[src/rtl/rht_pkg.sv]
`timescale 1ns / 1ps
package rht_pkg;

	localparam int TABLE_ENTRIES = 64;
	localparam int COORD_BITS    = 20;
	localparam int TAG_BITS      = 32;
	localparam int IDX_BITS      = $clog2(TABLE_ENTRIES);
	localparam int SLOT_BITS     = 6;
	localparam int OPC_BITS      = 2;
	localparam int AREA_BITS     = 2 * COORD_BITS;

	localparam logic [OPC_BITS-1:0] OP_WRITE  = 2'd0;
	localparam logic [OPC_BITS-1:0] OP_REMOVE = 2'd1;
	localparam logic [OPC_BITS-1:0] OP_HIT    = 2'd2;
	localparam logic [OPC_BITS-1:0] OP_FIND   = 2'd3;

	typedef enum logic [1:0] {
		ST_IDLE,
		ST_SCAN,
		ST_FINISH
	} rht_state_t;

	typedef struct packed {
		logic [OPC_BITS-1:0]          opcode;
		logic [SLOT_BITS-1:0]         slot;
		logic signed [COORD_BITS-1:0] left_edge;
		logic signed [COORD_BITS-1:0] top_edge;
		logic signed [COORD_BITS-1:0] right_edge;
		logic signed [COORD_BITS-1:0] bottom_edge;
		logic [TAG_BITS-1:0]          entry_tag;
		logic signed [COORD_BITS-1:0] point_x;
		logic signed [COORD_BITS-1:0] point_y;
		logic [TAG_BITS-1:0]          query_tag;
	} rht_req_t;

	typedef struct packed {
		logic                 found;
		logic [SLOT_BITS-1:0] match_slot;
		logic [TAG_BITS-1:0]  match_tag;
	} rht_rsp_t;

	typedef struct packed {
		logic signed [COORD_BITS-1:0] left_edge;
		logic signed [COORD_BITS-1:0] top_edge;
		logic signed [COORD_BITS-1:0] right_edge;
		logic signed [COORD_BITS-1:0] bottom_edge;
		logic [TAG_BITS-1:0]          tag;
	} rht_entry_t;

	typedef struct packed {
		logic                  hit;
		logic [COORD_BITS-1:0] w;
		logic [COORD_BITS-1:0] h;
		logic [IDX_BITS-1:0]   idx;
		logic [TAG_BITS-1:0]   tag;
	} rht_cand_t;

	typedef struct packed {
		logic                hit;
		logic [IDX_BITS-1:0] idx;
		logic [TAG_BITS-1:0] tag;
	} rht_best_t;

endpackage

[src/rtl/rht_pick.sv]
`timescale 1ns / 1ps
module rht_pick import rht_pkg::*; (
	input  logic      clk,
	input  logic      arst_n,
	input  logic      start,
	input  logic      find,
	input  logic      cand_vld,
	input  rht_cand_t cand,
	output logic      busy,
	output rht_best_t best
);

	logic                  vld_s2;
	rht_cand_t             c_s2;
	logic                  vld_s3;
	rht_cand_t             c_s3;
	logic [AREA_BITS-1:0]  area_s3;

	logic                  best_hit_q;
	logic [COORD_BITS-1:0] best_w_q;
	logic [COORD_BITS-1:0] best_h_q;
	logic [AREA_BITS-1:0]  best_area_q;
	logic [IDX_BITS-1:0]   best_idx_q;
	logic [TAG_BITS-1:0]   best_tag_q;

	logic                  smaller;
	logic                  upd;

	always_comb begin
		if (c_s3.w == best_w_q) begin
			smaller = c_s3.h < best_h_q;
		end else if (c_s3.h == best_h_q) begin
			smaller = c_s3.w < best_w_q;
		end else begin
			smaller = area_s3 < best_area_q;
		end
		upd = vld_s3 && c_s3.hit && (!best_hit_q || (!find && smaller));
	end

	always_ff @(posedge clk or negedge arst_n) begin
		if (!arst_n) begin
			vld_s2     <= 1'b0;
			vld_s3     <= 1'b0;
			best_hit_q <= 1'b0;
		end else begin
			vld_s2 <= cand_vld;
			vld_s3 <= vld_s2;
			if (start) begin
				best_hit_q <= 1'b0;
			end else if (upd) begin
				best_hit_q <= 1'b1;
			end
		end
	end

	always_ff @(posedge clk) begin
		c_s2    <= cand;
		c_s3    <= c_s2;
		area_s3 <= AREA_BITS'(c_s2.w) * AREA_BITS'(c_s2.h);
		if (upd) begin
			best_w_q    <= c_s3.w;
			best_h_q    <= c_s3.h;
			best_area_q <= area_s3;
			best_idx_q  <= c_s3.idx;
			best_tag_q  <= c_s3.tag;
		end
	end

	assign busy     = vld_s2 || vld_s3;
	assign best.hit = best_hit_q;
	assign best.idx = best_idx_q;
	assign best.tag = best_tag_q;

endmodule

[config.mk]
export PLATFORM = sky130hd
export DESIGN_NAME = rht_pick
export DESIGN_NICKNAME = d
export VERILOG_FILES = /design/src/rtl/rht_pkg.sv /design/src/rtl/rht_pick.sv
export SDC_FILE = /design/constraint.sdc
export NUM_CORES = 1
export LEC_CHECK = 0
export ABC_AREA = 1
export BUFFER_PORTS_ARGS = -buffer_cell sky130_fd_sc_hd__buf_2
export CELL_PAD_IN_SITES_DETAIL_PLACEMENT = 1
export CELL_PAD_IN_SITES_GLOBAL_PLACEMENT = 2
export CORE_ASPECT_RATIO = 1.1
export CORE_MARGIN = 4
export CORE_UTILIZATION = 43
export CTS_CLUSTER_DIAMETER = 60
export DETAILED_ROUTE_END_ITERATION = 16
export HOLD_SLACK_MARGIN = 0.08
export PLACE_DENSITY = 0.86
export SLEW_MARGIN = 20
export SYNTH_ARGS = -nofsm -noshare
export SYNTH_HDL_FRONTEND = slang
export SYNTH_SLANG_ARGS = --single-unit
[constraint.sdc]
create_clock -name clk -period 11.2 [get_ports clk]
set_input_delay 2.8 -clock clk [delete_from_list [all_inputs] [get_ports clk]]
set_output_delay 2.8 -clock clk [all_outputs]
set_load 0.05 [all_outputs]
Word level (Yosys, flattened, before mapping)
Cells that the tools add are included.
{"block": "op_classes", "reduce_logical": 8, "n_eq_ne": 2, "n_lt_le_gt_ge": 3, "n_mux": 4, "multipliers": 1}
{"cell": "20-bit == test", "count": 2}
{"cell": "20-bit < comparator", "count": 2}
{"cell": "40-bit < comparator", "count": 1}
{"cell": "20-bit by 20-bit multiplier with 40-bit output", "count": 1}
{"cell": "1-bit 2-to-1 mux", "count": 4}
{"cell": "1-bit logical AND", "count": 3}
{"cell": "1-bit logical NOT", "count": 2}
{"cell": "1-bit logical OR", "count": 2}
{"cell": "2-bit nonzero test", "count": 1}
{"block": "word_totals", "in_bits": 84, "wordCells": 37, "regBits": 319, "out_inout_bits": 40}

Depth between registers and ports, before layout
{"block": "logic_depth", "word_depth": 8, "mapped_depth": 27, "ltp_nobuf": 26}

Worst setup path after synthesis
Ideal clock, no wire load.
{"block": "synth_timing", "path_kind": "in2reg", "start": "in find", "end": "reg best_area_q[0] (enable)", "t_arrival_ns": 8.637, "required_time_ns": 10.566, "slack_ns": 1.929, "path_buffers": 0, "setup_ns": 0.634, "stages": 3, "cell_sequence": "a21oi_1 nand2_1 a21oi_1"}
{"block": "synth_between", "elab_chain_cells": 4}
{"item": "start: declaration", "line": "rht_pick.sv:6", "rtl": "input logic find,"}
{"item": "1-bit logical NOT", "line": "rht_pick.sv:37", "rtl": "upd = vld_s3 && c_s3.hit && (!best_hit_q || (!find && smaller));"}
{"item": "1-bit logical AND", "line": "rht_pick.sv:37"}
{"item": "1-bit logical OR", "line": "rht_pick.sv:37"}
{"item": "1-bit logical AND", "line": "rht_pick.sv:37"}
{"item": "net upd", "line": "rht_pick.sv:27", "rtl": "logic upd;"}
{"item": "end signal: assignment", "line": "rht_pick.sv:63", "rtl": "best_area_q <= area_s3;"}
{"item": "end: declaration", "line": "rht_pick.sv:22", "rtl": "logic [AREA_BITS-1:0] best_area_q;"}
The timed path passes the listed nets, and every way through them passes these cells.
A chain may end at the register's enable or synchronous reset.

Worst setup path after layout
{"block": "layout_timing", "start": "reg c_s2[72] in the netlist's numbering", "end": "reg area_s3[35]"}
{"block": "layout_between", "elab_chain_cells": 1}
{"item": "start: declaration", "line": "rht_pick.sv:14", "rtl": "rht_cand_t c_s2;"}
{"item": "start signal: assignment", "line": "rht_pick.sv:57", "rtl": "c_s2 <= cand;"}
{"item": "20-bit by 20-bit multiplier with 40-bit output", "line": "rht_pick.sv:59", "rtl": "area_s3 <= AREA_BITS'(c_s2.w) * AREA_BITS'(c_s2.h);"}
{"item": "end signal: assignment", "line": "rht_pick.sv:59"}
{"item": "end: declaration", "line": "rht_pick.sv:17", "rtl": "logic [AREA_BITS-1:0] area_s3;"}
No other way between the ends.

==> reports/qor.txt <==
Post-Synth Adder-Cell Area - 38.5%
# nets final - 3,357
reg2reg start - c_s2[72]
CP max-delay cell - dfxtp_1
Arr. time, crit path - 7.47 ns
# Max-Cap Violations - 0
Tot GR Track Use - 22.1%
largest family of logic cells by synthesized area - adder cells
Worst path depth - 19
1st-iter DRT viols - 722
Reg2Reg Setup Slack - 4.19 ns
met1 WL - 25.5 mm
initial antenna violation count - 3
Placement Rows - 90
post-CTS sizing - 0
Worst R2R Path Depth - 19
XOR/XNOR share of the synthesized area - 1.41%
Synth Area in Compound Gates - 3.15%
largest net degree at the start of global routing - 74
Worst Path Max Fanout - 21
Final Core Density - 48.8%
CP Class - reg2reg
Hold Path Origin - c_s2[9]
post-DP HPWL - 50.4 mm
max-slew violations - 0
Max Clk Rate - 0.143 GHz
Port Buffers - 123
max layer used - met4
Fin. Hold Viols - 0
met2 wire len - 35.6 mm
post-route ant nets - 0
worst setup path end - area_s3[35]
WL met3 - 1.99 mm
outcome - completed
Core Box Area - 55,200 sq um
die area - 59,900 sq um
Post-CTS Setup Bufs - 0
drt drc - 0
CTS tree - yes
I/O Pins - 124
Cell Chain, Critical Path - nand2_1 > fa_1 > fa_1 > fa_1 > inv_1 > fa_1 > fa_1 > fa_1 > inv_1 > fa_1 > inv_1 > ha_1 > nand2_1 > nor2_1 > nand2_1 > nor3_1 > nand4_1 > nand3_1 > xor2_1
area delta synth->final - 11.7%
Mapped Cells - 2,623
most used cell, CP - fa_1
Slew Limit Headroom - 22.9%
Via Count - 17,000
crit-path leading delay family - adder cells
hold_buf cts - 0
crit end category - flop
Final WS setup - 4.19 ns
first-pass GRT wire length - 103 mm
First-pass DRT Iterations - 5
Root Buffer - clkbuf_16
prevailing post-synth register cell - dfxtp_1
RSZ-0062 raised after global routing - false
Yosys cell types - 42
clk sinks - 319
fraction of synthesized area in multiplexers - 0%
Worst-Margin Slew - 1.15 ns
GP Congestion - 0.882
Hold WC Path Type - reg2reg
worst path required time - 11.66 ns
yosys warns - 0
layout cells sized above 1 - 9.43%
wire length per cell - 18.7 microns
Num CTS Buffers - 40
Seq cells post-synth - 319
number of global-route vias before repair - 19,500
Final Skew - 0.0204 ns
pre-CTS WS - 4.11 ns
clock insertion delay at the later pin of the skew report - 0.56 ns
Worst setup SP type - flop
final std cells w/o fill - 3,493
CP max stage delay - 1.05 ns
final setup fails - 0
total congestion overflow - 0
Die W - 234 microns
Critical Path Start - c_s2[72]
total negative slack - 0 ns
H-Tree Depth - 2
Initial Util - 43.7%
worst path bufs/invs - 3
# placed instances - 3,418
CTS Buffer Depth - 3
register area share after synthesis - 31.5%
Tmin final - 7.01 ns
Cell Area, Synth - 24,100 sq um
Via density - 4.87
Post-Syn Nets - 3,256
number of flops mapped to enable cells by yosys - 118
ratio of final minimum period to clock period - 62.5%
Post-synth ARST share - 0.940%
simple-gate share of the synthesized area - 13.0%
Post-Route WL - 65.4 mm
Die Y-Extent - 256 microns
CTS clock-pin slew for the worst setup and hold paths - 0.06 ns
FF-to-FF End - area_s3[35]
syn avg cell area - 9.18 sq um
## routing by layer
metal	track usage (%)	up-vias
met5	0	-
met4	8.09	0
met3	2.46	119
met2	41.6	309
met1	25.7	8708
li1	-	7885
## worst min-delay path by stage
stage                           to  slack, ns  depth (start not counted)
after CTS                  c_s3[9]       0.33                          0
after global routing       c_s3[9]       0.33                          0
after floorplan            c_s3[0]       0.31                          0
after global placement    c_s3[33]       0.31                          0
final                      c_s3[9]       0.32                          0
after detailed placement  c_s3[22]       0.31                          0
## final cells by class
class	instances	area, sq um
Antenna cell	1	2.50
Clock buffer	49	1080
Clock inverter	25	364
Fill cell	6361	28300
Inverter	716	2690
Multi-Input combinational cell	1507	13500
Sequential cell	319	7590
Tap cell	736	921
Timing Repair Buffer	140	743
## cells in the final DEF, fill, tap and decap left out, types with 6 or more instances in the layout
master     instances
buf_2            123
a21o_1            10
clkbuf_1           6
nand4_1            7
nor2_1            97
inv_1            708
fa_1             320
ha_1             229
xnor2_1            7
xor2_1            30
a21oi_2            6
o21ai_0           23
edfxtp_1         118
nand2_1          615
inv_2              7
nand3_1           33
bufinv_16          6
a21oi_1           70
dfxtp_2            7
buf_4             17
dfxtp_1          191
clkbuf_16         41
clkinv_2           6
nand2_2           14
## synthesized netlist by cell type, drive strengths merged (10+ instances only)
| cell type | count | area [sq um] |
|---|---|---|
| dfxtp | 198 | 3960 |
| inv | 715 | 2680 |
| a21oi | 77 | 408 |
| o21ai | 30 | 158 |
| nand2 | 629 | 2400 |
| clkbuf | 80 | 300 |
| xor2 | 31 | 279 |
| nand3 | 34 | 175 |
| nor2 | 104 | 418 |
| ha | 229 | 2870 |
| edfxtp | 118 | 3540 |
| fa | 320 | 6410 |
| a21o | 10 | 75.1 |
## state kept, by name, indices dropped and copies added, names as in the netlist, 6 cells and up
name	cells
c_s2	79
c_s3	79
area_s3	40
best_area_q	40
best_tag_q	32
best_h_q	20
best_w_q	20
best_idx_q	6
## logic make-up (layout without fill, tap and decap cells)
logic type | Yosys count | count (layout)
other cells | 0 | 1
simple gates | 789 | 789
buf+inv | 797 | 930
flops | 319 | 319
fa+ha+maj | 549 | 549
compound gates | 131 | 131
xor+xnor | 38 | 38
## stage by stage
stage / hold slack [ns] / instance area (sq um)
2_1_floorplan: 0.310 / 24100
3_3_place_gp: 0.310 / 25500
3_5_place_dp: 0.313 / 25500
4_1_cts: 0.326 / 26900
5_1_grt: 0.325 / 26900
6_report: 0.320 / 26900
Power is left out: the tool's default activity adds up to more than one toggle a clock period on the data nets, which glitch-free logic cannot reach.
